$ cat src/rtl/core/rrd_pkg.sv
// Shared types and constants for the receive ring deframer.
`timescale 1ns / 1ps

package rrd_pkg;

  // Field widths
  localparam int unsigned BYTE_W   = 8;
  localparam int unsigned LEN_W    = 11;
  localparam int unsigned OFFSET_W = 14;
  localparam int unsigned CAPR_W   = 16;
  localparam int unsigned HDR_LEN_W = 16;

  // Defaults and fixed values
  localparam int unsigned RING_BYTES_DEF = 8192;
  localparam logic [LEN_W-1:0]  MAX_LEN_RESET = LEN_W'(1522);
  localparam logic [CAPR_W-1:0] CAPR_BACKOFF  = CAPR_W'(16);
  localparam logic [LEN_W-1:0]  CRC_BYTES     = LEN_W'(4);
  localparam logic [1:0]        HDR_LAST_BYTE = 2'd3;

  // Parser phase, one-hot
  typedef enum logic [1:0] {
    PH_HEADER = 2'b01,
    PH_BODY   = 2'b10
  } phase_t;

  // One result item
  typedef struct packed {
    logic                frame_valid;
    logic [BYTE_W-1:0]   frame_byte;
    logic                frame_last;
    logic                packet_done;
    logic [LEN_W-1:0]    frame_length;
    logic                ring_error;
    logic [CAPR_W-1:0]   capr_value;
    logic [OFFSET_W-1:0] read_offset;
  } result_t;

endpackage

$ cat src/rtl/core/rrd_if.sv
// Channel interfaces: ring byte input and deframed result output.
`timescale 1ns / 1ps

interface rrd_in_if import rrd_pkg::*; ();
  logic              valid;
  logic              ready;
  logic [BYTE_W-1:0] ring_byte;

  modport source (output valid, output ring_byte, input ready);
  modport sink   (input valid, input ring_byte, output ready);
endinterface

interface rrd_out_if import rrd_pkg::*; ();
  logic                valid;
  logic                ready;
  logic                frame_valid;
  logic [BYTE_W-1:0]   frame_byte;
  logic                frame_last;
  logic                packet_done;
  logic [LEN_W-1:0]    frame_length;
  logic                ring_error;
  logic [CAPR_W-1:0]   capr_value;
  logic [OFFSET_W-1:0] read_offset;

  modport source (output valid, output frame_valid, output frame_byte, output frame_last,
                  output packet_done, output frame_length, output ring_error,
                  output capr_value, output read_offset, input ready);
  modport sink   (input valid, input frame_valid, input frame_byte, input frame_last,
                  input packet_done, input frame_length, input ring_error,
                  input capr_value, input read_offset, output ready);
endinterface

$ cat src/rtl/core/rrd_parser.sv
// Header/body parser: per-byte state update and result computation.
`timescale 1ns / 1ps

module rrd_parser import rrd_pkg::*; #(
  parameter int unsigned RING_BYTES = RING_BYTES_DEF
) (
  input  logic              clk,
  input  logic              rst_n,
  input  logic              cfg_wr_en,
  input  logic [LEN_W-1:0]  cfg_wr_data,
  input  logic              acc,
  input  logic [BYTE_W-1:0] ring_byte,
  output result_t           res
);

  localparam int unsigned SUM_W = OFFSET_W + 1;
  localparam logic [SUM_W-1:0] RING1 = SUM_W'(RING_BYTES);
  localparam logic [SUM_W-1:0] RING2 = SUM_W'(2 * RING_BYTES);
  localparam logic [SUM_W-1:0] RING3 = SUM_W'(3 * RING_BYTES);

  logic [LEN_W-1:0]    max_len_r;
  phase_t              phase_r, phase_nxt;
  logic [1:0]          hdr_cnt_r, hdr_cnt_nxt;
  logic                stat_ok_r, stat_ok_nxt;
  logic [BYTE_W-1:0]   len_lo_r, len_lo_nxt;
  logic [LEN_W-1:0]    len_r, len_nxt;
  logic [LEN_W-1:0]    body_cnt_r, body_cnt_nxt;
  logic [OFFSET_W-1:0] pkt_start_r, pkt_start_nxt;
  logic [OFFSET_W-1:0] rd_pos_r, rd_pos_nxt;

  logic [HDR_LEN_W-1:0] hdr_len;
  logic                 hdr_bad;
  logic [LEN_W-1:0]     payload;
  logic [LEN_W-1:0]     body_n;
  logic [SUM_W-1:0]     end_sum;
  logic [SUM_W-1:0]     end_algn;
  logic [OFFSET_W-1:0]  next_start;

  // Config register
  always_ff @(posedge clk) begin
    if (!rst_n) begin
      max_len_r <= MAX_LEN_RESET;
    end else if (cfg_wr_en) begin
      max_len_r <= cfg_wr_data;
    end
  end

  // Header checks
  assign hdr_len = {ring_byte, len_lo_r};
  assign hdr_bad = !stat_ok_r || (hdr_len < HDR_LEN_W'(4)) ||
                   (hdr_len > HDR_LEN_W'(max_len_r));

  // Body counting
  assign payload = len_r - CRC_BYTES;
  assign body_n  = body_cnt_r + LEN_W'(1);

  // Next packet start: round up to 4, wrap at ring size (start is below ring size)
  assign end_sum  = SUM_W'(pkt_start_r) + SUM_W'(len_r) + SUM_W'(7);
  assign end_algn = end_sum & ~SUM_W'(3);
  always_comb begin
    if (end_algn >= RING3) begin
      next_start = OFFSET_W'(end_algn - RING3);
    end else if (end_algn >= RING2) begin
      next_start = OFFSET_W'(end_algn - RING2);
    end else if (end_algn >= RING1) begin
      next_start = OFFSET_W'(end_algn - RING1);
    end else begin
      next_start = OFFSET_W'(end_algn);
    end
  end

  // Per-byte step
  always_comb begin
    phase_nxt     = phase_r;
    hdr_cnt_nxt   = hdr_cnt_r;
    stat_ok_nxt   = stat_ok_r;
    len_lo_nxt    = len_lo_r;
    len_nxt       = len_r;
    body_cnt_nxt  = body_cnt_r;
    pkt_start_nxt = pkt_start_r;
    rd_pos_nxt    = rd_pos_r;
    res           = '0;
    case (phase_r)
      PH_HEADER: begin
        rd_pos_nxt  = rd_pos_r + OFFSET_W'(1);
        hdr_cnt_nxt = hdr_cnt_r + 2'd1;
        case (hdr_cnt_r)
          2'd0: begin
            pkt_start_nxt = rd_pos_r;
            stat_ok_nxt   = ring_byte[0];
          end
          2'd2: len_lo_nxt = ring_byte;
          HDR_LAST_BYTE: begin
            if (hdr_bad) begin
              rd_pos_nxt     = '0;
              res.ring_error = 1'b1;
              res.capr_value = CAPR_W'(0) - CAPR_BACKOFF;
            end else begin
              phase_nxt    = PH_BODY;
              body_cnt_nxt = '0;
              len_nxt      = hdr_len[LEN_W-1:0];
            end
          end
          default: ;
        endcase
      end
      PH_BODY: begin
        body_cnt_nxt = body_n;
        if (body_n <= payload) begin
          res.frame_valid = 1'b1;
          res.frame_byte  = ring_byte;
          res.frame_last  = (body_n == payload);
        end
        if (body_n >= len_r) begin
          rd_pos_nxt       = next_start;
          phase_nxt        = PH_HEADER;
          body_cnt_nxt     = '0;
          res.packet_done  = 1'b1;
          res.frame_length = payload;
          res.capr_value   = CAPR_W'(next_start) - CAPR_BACKOFF;
        end else begin
          rd_pos_nxt = rd_pos_r + OFFSET_W'(1);
        end
      end
      default: begin
        phase_nxt   = PH_HEADER;
        hdr_cnt_nxt = '0;
      end
    endcase
    res.read_offset = rd_pos_nxt;
  end

  // State registers
  always_ff @(posedge clk) begin
    if (!rst_n) begin
      phase_r     <= PH_HEADER;
      hdr_cnt_r   <= '0;
      stat_ok_r   <= 1'b0;
      len_lo_r    <= '0;
      len_r       <= '0;
      body_cnt_r  <= '0;
      pkt_start_r <= '0;
      rd_pos_r    <= '0;
    end else if (acc) begin
      phase_r     <= phase_nxt;
      hdr_cnt_r   <= hdr_cnt_nxt;
      stat_ok_r   <= stat_ok_nxt;
      len_lo_r    <= len_lo_nxt;
      len_r       <= len_nxt;
      body_cnt_r  <= body_cnt_nxt;
      pkt_start_r <= pkt_start_nxt;
      rd_pos_r    <= rd_pos_nxt;
    end
  end

  // Assertions
  a_done_back_to_header: assert property (@(posedge clk) disable iff (!rst_n)
    (acc && res.packet_done) |=> (phase_r == PH_HEADER && hdr_cnt_r == 2'd0))
    else $error("packet end did not return to header phase");

  a_error_resets_offset: assert property (@(posedge clk) disable iff (!rst_n)
    (acc && res.ring_error) |=> (rd_pos_r == '0 && phase_r == PH_HEADER))
    else $error("bad header did not reset read offset");

  a_last_is_valid: assert property (@(posedge clk) disable iff (!rst_n)
    res.frame_last |-> (res.frame_valid && phase_r == PH_BODY))
    else $error("frame_last without a payload byte");

  a_body_in_range: assert property (@(posedge clk) disable iff (!rst_n)
    (phase_r == PH_BODY) |-> (body_cnt_r < len_r && len_r >= CRC_BYTES))
    else $error("body count past packet length");

endmodule

$ cat src/rtl/core/rrd_out_buf.sv
// Two-entry result buffer: output register plus skid stage.
`timescale 1ns / 1ps

module rrd_out_buf import rrd_pkg::*; (
  input  logic    clk,
  input  logic    rst_n,
  input  logic    push_valid,
  output logic    push_ready,
  input  result_t push_data,
  output logic    pop_valid,
  input  logic    pop_ready,
  output result_t pop_data
);

  logic    main_v_r, main_v_nxt;
  logic    skid_v_r, skid_v_nxt;
  result_t main_d_r;
  result_t skid_d_r;
  logic    push, pop;
  logic    load_main, load_skid;

  assign push_ready = !skid_v_r;
  assign push       = push_valid && push_ready;
  assign pop        = main_v_r && pop_ready;
  assign pop_valid  = main_v_r;
  assign pop_data   = main_d_r;

  // Occupancy control
  always_comb begin
    main_v_nxt = main_v_r;
    skid_v_nxt = skid_v_r;
    load_main  = 1'b0;
    load_skid  = 1'b0;
    if (!main_v_r || pop) begin
      load_main  = 1'b1;
      main_v_nxt = skid_v_r || push;
      skid_v_nxt = 1'b0;
    end else if (push) begin
      load_skid  = 1'b1;
      skid_v_nxt = 1'b1;
    end
  end

  always_ff @(posedge clk) begin
    if (!rst_n) begin
      main_v_r <= 1'b0;
      skid_v_r <= 1'b0;
    end else begin
      main_v_r <= main_v_nxt;
      skid_v_r <= skid_v_nxt;
    end
  end

  // Payload registers
  always_ff @(posedge clk) begin
    if (load_main) begin
      main_d_r <= skid_v_r ? skid_d_r : push_data;
    end
    if (load_skid) begin
      skid_d_r <= push_data;
    end
  end

  // Assertions
  a_skid_needs_main: assert property (@(posedge clk) disable iff (!rst_n)
    skid_v_r |-> main_v_r)
    else $error("skid stage holds an item while output register is empty");

  a_stalled_result_kept: assert property (@(posedge clk) disable iff (!rst_n)
    (main_v_r && !pop_ready) |=> (main_v_r && main_d_r == $past(main_d_r)))
    else $error("stalled result changed");

  a_skid_drains_first: assert property (@(posedge clk) disable iff (!rst_n)
    (skid_v_r && pop) |=> (main_d_r == $past(skid_d_r)))
    else $error("skid item not moved to output register");

endmodule

$ cat src/rtl/core/receive_ring_deframer_top.sv
// Top level of the receive ring deframer.
// Takes one ring byte per clock when in_ch.ready is high and returns one
// result item per byte, in order. Each byte is parsed in a single pass
// between the parser state registers and the result register, so a byte is
// accepted each such cycle. A two-entry output buffer (output register
// plus skid stage) lets the block keep accepting bytes while a finished
// result waits; in_ch.ready drops only when both entries are full. The
// user must write max_packet_length via cfg_wr_en / cfg_wr_data only while
// the block is idle (not enforced). There is no clearing pass after reset.
`timescale 1ns / 1ps

module receive_ring_deframer_top import rrd_pkg::*; #(
  parameter int unsigned RING_BYTES = RING_BYTES_DEF
) (
  input  logic             clk,
  input  logic             rst_n,
  input  logic             cfg_wr_en,
  input  logic [LEN_W-1:0] cfg_wr_data,
  rrd_in_if.sink           in_ch,
  rrd_out_if.source        out_ch
);

  result_t step_res;
  result_t out_res;
  logic    buf_ready;
  logic    acc;

  assign in_ch.ready = buf_ready;
  assign acc         = in_ch.valid && buf_ready;

  // Byte parser
  rrd_parser #(
    .RING_BYTES (RING_BYTES)
  ) u_parser (
    .clk         (clk),
    .rst_n       (rst_n),
    .cfg_wr_en   (cfg_wr_en),
    .cfg_wr_data (cfg_wr_data),
    .acc         (acc),
    .ring_byte   (in_ch.ring_byte),
    .res         (step_res)
  );

  // Result buffer
  rrd_out_buf u_out_buf (
    .clk        (clk),
    .rst_n      (rst_n),
    .push_valid (in_ch.valid),
    .push_ready (buf_ready),
    .push_data  (step_res),
    .pop_valid  (out_ch.valid),
    .pop_ready  (out_ch.ready),
    .pop_data   (out_res)
  );

  // Unpack onto the result channel
  assign out_ch.frame_valid  = out_res.frame_valid;
  assign out_ch.frame_byte   = out_res.frame_byte;
  assign out_ch.frame_last   = out_res.frame_last;
  assign out_ch.packet_done  = out_res.packet_done;
  assign out_ch.frame_length = out_res.frame_length;
  assign out_ch.ring_error   = out_res.ring_error;
  assign out_ch.capr_value   = out_res.capr_value;
  assign out_ch.read_offset  = out_res.read_offset;

endmodule
$ cat src/flat_wrapper.sv
// flat-port wrapper written by rule: the top's interface ports become plain ports
module receive_ring_deframer_top_flat import rrd_pkg::*;
#(
  parameter int unsigned RING_BYTES = RING_BYTES_DEF
)
  (clk, rst_n, cfg_wr_en, cfg_wr_data, in_ch_valid, in_ch_ring_byte, in_ch_ready, out_ch_valid, out_ch_frame_valid, out_ch_frame_byte, out_ch_frame_last, out_ch_packet_done, out_ch_frame_length, out_ch_ring_error, out_ch_capr_value, out_ch_read_offset, out_ch_ready);
  rrd_in_if in_ch_i ();
  rrd_out_if out_ch_i ();
  input  logic clk;
  input  logic rst_n;
  input  logic cfg_wr_en;
  input  logic [LEN_W-1:0] cfg_wr_data;
  input wire logic [$bits(in_ch_i.valid)-1:0] in_ch_valid;
  input wire logic [$bits(in_ch_i.ring_byte)-1:0] in_ch_ring_byte;
  output wire logic [$bits(in_ch_i.ready)-1:0] in_ch_ready;
  output wire logic [$bits(out_ch_i.valid)-1:0] out_ch_valid;
  output wire logic [$bits(out_ch_i.frame_valid)-1:0] out_ch_frame_valid;
  output wire logic [$bits(out_ch_i.frame_byte)-1:0] out_ch_frame_byte;
  output wire logic [$bits(out_ch_i.frame_last)-1:0] out_ch_frame_last;
  output wire logic [$bits(out_ch_i.packet_done)-1:0] out_ch_packet_done;
  output wire logic [$bits(out_ch_i.frame_length)-1:0] out_ch_frame_length;
  output wire logic [$bits(out_ch_i.ring_error)-1:0] out_ch_ring_error;
  output wire logic [$bits(out_ch_i.capr_value)-1:0] out_ch_capr_value;
  output wire logic [$bits(out_ch_i.read_offset)-1:0] out_ch_read_offset;
  input wire logic [$bits(out_ch_i.ready)-1:0] out_ch_ready;
  assign in_ch_i.valid = in_ch_valid;
  assign in_ch_i.ring_byte = in_ch_ring_byte;
  assign in_ch_ready = in_ch_i.ready;
  assign out_ch_valid = out_ch_i.valid;
  assign out_ch_frame_valid = out_ch_i.frame_valid;
  assign out_ch_frame_byte = out_ch_i.frame_byte;
  assign out_ch_frame_last = out_ch_i.frame_last;
  assign out_ch_packet_done = out_ch_i.packet_done;
  assign out_ch_frame_length = out_ch_i.frame_length;
  assign out_ch_ring_error = out_ch_i.ring_error;
  assign out_ch_capr_value = out_ch_i.capr_value;
  assign out_ch_read_offset = out_ch_i.read_offset;
  assign out_ch_i.ready = out_ch_ready;
  receive_ring_deframer_top #(.RING_BYTES(RING_BYTES)) u_core (.clk(clk), .rst_n(rst_n), .cfg_wr_en(cfg_wr_en), .cfg_wr_data(cfg_wr_data), .in_ch(in_ch_i), .out_ch(out_ch_i));
endmodule
$ cat config.mk
export PLATFORM = sky130hd
export DESIGN_NAME = receive_ring_deframer_top_flat
export DESIGN_NICKNAME = d
export VERILOG_FILES = /design/src/rtl/core/rrd_pkg.sv /design/src/rtl/core/rrd_if.sv /design/src/rtl/core/rrd_parser.sv /design/src/rtl/core/rrd_out_buf.sv /design/src/rtl/core/receive_ring_deframer_top.sv /design/src/flat_wrapper.sv
export SDC_FILE = /design/constraint.sdc
export NUM_CORES = 1
export LEC_CHECK = 0
export ABC_CLOCK_PERIOD_IN_PS = 6350
export BUFFER_PORTS_ARGS = -buffer_cell sky130_fd_sc_hd__buf_4
export CORE_UTILIZATION = 55
export DETAILED_ROUTE_END_ITERATION = 10
export PLACE_DENSITY_LB_ADDON = 0.15
export SLEW_MARGIN = 20
export SYNTH_ARGS = -nofsm -noshare
export SYNTH_HDL_FRONTEND = slang
export SYNTH_SLANG_ARGS = --single-unit
export TNS_END_PERCENT = 5
$ cat constraint.sdc
create_clock -name clk -period 6.35 [get_ports clk]
set_input_delay 0 -clock clk [delete_from_list [all_inputs] [get_ports clk]]
set_output_delay 0 -clock clk [all_outputs]
set_load 0.005 [all_outputs]
==> summary.txt <==
Post-route ant nets -> 0
Post-synth EDFFs -> 100
Synth Register Bits -> 175
CP required -> 6.53 ns
Fill cells -> 1325
Final Hold Viols -> 0
Clk sink count -> 175
Die area -> 17520 µm²
Ports -> 79
Vias in the first global route -> 6625
Worst path slowest cell -> dfxtp_1
RSZ-0062 raised after global routing -> false
CTS Buf Count -> 17
Skew final -> 0.008357 ns
Hold_ws -> 0.03316 ns
Most frequent cells in the layout -> nand2_1, edfxtp_1, buf_4
Largest net degree at the start of global routing -> 76
RR Endpoint -> u_core.u_out_buf.pop_data[6]
Nets -> 1104
Drt first pass iters -> 5
Final Total Pwr -> 2.552 mW
Tmin final -> 4.174 ns
HP Class -> in2reg
CTS tree -> done
Clock Tree Buf Depth -> 2
CP peak stage delay -> 0.39 ns
R2r setup slk -> 2.18 ns
Cell count after synthesis -> 926
CP Max Fanout -> 29
DRC -> 0
I/O Buffers -> 76
Drt total wl -> 21.42 mm
Mean area per synthesized cell -> 10.09 µm²
Final GP Congestion -> 0.8777
Post-DP HPWL -> 14.66 mm
Area contributors post-synth -> edfxtp_1, dfxtp_1, ha_1
Cell area after synthesis -> 9345 µm²
Post-Route Setup TNS -> 0 ns
Critical R2R Launch -> u_core.u_parser.body_cnt_r[0]
CP Depth -> 16
Seq pwr share -> 49.2%
Tightest Pin Transition -> 0.9779 ns
Max transition margin -> 34.52%
First-pass GRT wire length -> 34.81 mm
Clock Latency Late Sink -> 0.43 ns
Sw Pwr -> 0.5626 mW
Initial antenna violation count -> 0
Vias per inst -> 5.673
Internal -> 1.989 mW
Synth area leader -> edfxtp_1
Die X -> 132.4 µm
Die Ht -> 132.4 µm
Num rows -> 47
Peak supply drop -> 174.0 µV
Crit. End Element -> flop
Core area -> 16580 µm²
Resized Gates After CTS -> 0
Layout cell share with drive strength beyond 1 -> 15.31%
Distinct cells, synth -> 69
Setup crit start -> u_core.u_parser.body_cnt_r[0]
CP arrival -> 4.35 ns
Util after Layout -> 66.74%
Commonest non-fill, non-tap cell in the layout -> nand2_1
CP dominant cell by count -> and3_1
H-tree depth -> 4
Ys flop type -> edfxtp_1
Per-cell routed wire length -> 17.10 µm
Post-CTS Hold Fix Bufs -> 37
Startpoint types -> flop
Critical Setup Path Class -> reg2reg
Async set-or-reset flop fraction in the synthesized netlist -> 0%
Gr ovfl total -> 0
Fin crit share -> 65.74%
Ant. Diodes -> 0
Post-CTS Setup Bufs -> 0
Clk root buf -> clkbuf_16
R2R cell count -> 16
Yosys warns -> 0
Initial Utilization -> 56.35%
Total GRT Usage -> 25.48%
Crit-path cells -> ha_1 > and3_1 > and3_1 > and3_1 > nand3_1 > xnor2_1 > ha_1 > and3_1 > and3_1 > a21o_1 > a21oi_2 > buf_4 > nor2_1 > a31oi_1 > o2bb2ai_1 > mux2_2
Comb pwr share -> 7.2%
Net Sw Frac -> 22.05%
CP bufs+invs -> 1
Leak -> 4.759 nW
Area delta synth->final -> 18.44%
Power density cells -> 230.6 nW/µm²
Status -> complete, no violations
1st-iter DRT viols -> 569
Finish-stage setup viols -> 0
Clock Pin Slew Worst Setup and Hold Paths -> 0.07 ns
Fmax -> 0.2396 GHz
CP top delay family -> simple AND/OR/NAND/NOR gates
Clock group share of total power -> 43.7%
Max-cap violations -> 0
Vias -> 7102
Fin. max-slew vios -> 0
Sequential share of the synthesized area -> 48.20%
Synth top area share -> 32.13%
CP endpoint -> u_core.u_out_buf.pop_data[6]
how the worst min path moves through the flow:
stage / start / to / slack [ns] / cells after the start
4_1_cts: cfg_wr_en / u_core.u_parser.max_len_r[3] / 0.0004 / 3
3_5_place_dp: cfg_wr_data[10] / u_core.u_parser.max_len_r[10] / 0.22 / 3
2_1_floorplan: cfg_wr_data[10] / u_core.u_parser.max_len_r[10] / 0.13 / 2
5_1_grt: cfg_wr_en / u_core.u_parser.max_len_r[3] / 0.06 / 3
6_report: cfg_wr_en / u_core.u_parser.max_len_r[3] / 0.03 / 3
3_3_place_gp: cfg_wr_data[10] / u_core.u_parser.max_len_r[10] / 0.21 / 3
area by class of cell:
type | instances | area, µm² | area share [%]
inverter | 55 | 206.4 | 1.865
multi-input combinational | 647 | 4434 | 40.06
clock inverter | 15 | 206.4 | 1.865
tap | 220 | 275.3 | 2.487
timing repair buffer | 123 | 1016 | 9.179
clock buffer | 17 | 425.4 | 3.844
sequential | 175 | 4504 | 40.70
registers in the layout, summed over array words and instances, names as in the netlist, 2 cells and up:
name,flops
u_core.u_out_buf.pop_data,50
u_core.u_parser.max_len_r,11
u_core.u_out_buf.skid_d_r,50
u_core.u_parser.len_lo_r,8
u_core.u_parser.hdr_cnt_r,2
u_core.u_parser.len_r,11
u_core.u_parser.pkt_start_r,13
u_core.u_parser.phase_r,2
u_core.u_parser.body_cnt_r,11
u_core.u_parser.rd_pos_r,14
metrics by stage:
step                      worst slack [ns]  std cells  instance area (µm²)
after floorplan                      2.133        927                 9349
after global placement               2.418       1183                10070
after detailed placement             2.298       1183                10070
after CTS                            2.235       1252                11070
after global routing                 1.887       1252                11070
final                                2.176       1252                11070
cells by family (layout without fill, tap and decap cells):
group                    count (synthesis)  count (layout)  share of synthesized area (%)
other                                    1               2                        0.04013
adder cells (fa/ha/maj)                 61              61                          8.247
buffers and inverters                  105             210                          4.539
flip-flops                             175             175                          48.20
AO/OA/AOI/OAI                          216             216                          15.40
XOR/XNOR                                31              31                          3.066
AND/OR/NAND/NOR                        291             291                          15.22
multiplexers                            46              46                          5.288
synthesized netlist by cell type, types with 5 or more instances:
library cell	count
buf_1	5
nand3b_1	8
nand2b_1	5
and3_1	17
nand4_1	10
ha_1	60
inv_1	54
xnor2_1	16
nor3b_1	5
nor2b_1	26
o31ai_1	16
o21ai_0	35
o211ai_1	14
o22ai_1	14
mux2i_1	19
mux2_2	26
and2_1	10
nor2_1	48
a21oi_1	51
xor2_1	13
a21boi_0	32
clkbuf_1	37
a21o_1	12
nor3_1	12
dfxtp_1	75
nand3_1	23
edfxtp_1	100
nand2_1	111
per-layer routing:
layer | share of wire, % | GRT usage (%)
met1 | 48 | 36.78
met2 | 46 | 39.74
met3 | 5.3 | 4.652
met4 | 1.1 | 6.066
met5 | 0 | 0
worst reg2reg max path, cell delays in order, from the launching register on:
cell	delay (ns)
dfxtp_1	0.39
ha_1	0.24
and3_1	0.25
and3_1	0.26
and3_1	0.26
nand3_1	0.12
xnor2_1	0.29
ha_1	0.31
and3_1	0.22
and3_1	0.19
a21o_1	0.16
a21oi_2	0.12
buf_4	0.35
nor2_1	0.13
a31oi_1	0.24
o2bb2ai_1	0.13
mux2_2	0.28
power by group through the flow:
stage | sequential (mW) | combinational [mW] | clock [mW]
after CTS | 1.25 | 0.182 | 1.13
after global placement | 1.28 | 0.161 | 0
after detailed placement | 1.28 | 0.162 | 0
final | 1.25 | 0.183 | 1.11
after global routing | 1.26 | 0.202 | 1.17
after floorplan | 1.28 | 0.0898 | 0
(Power assumes the default switching activity.)
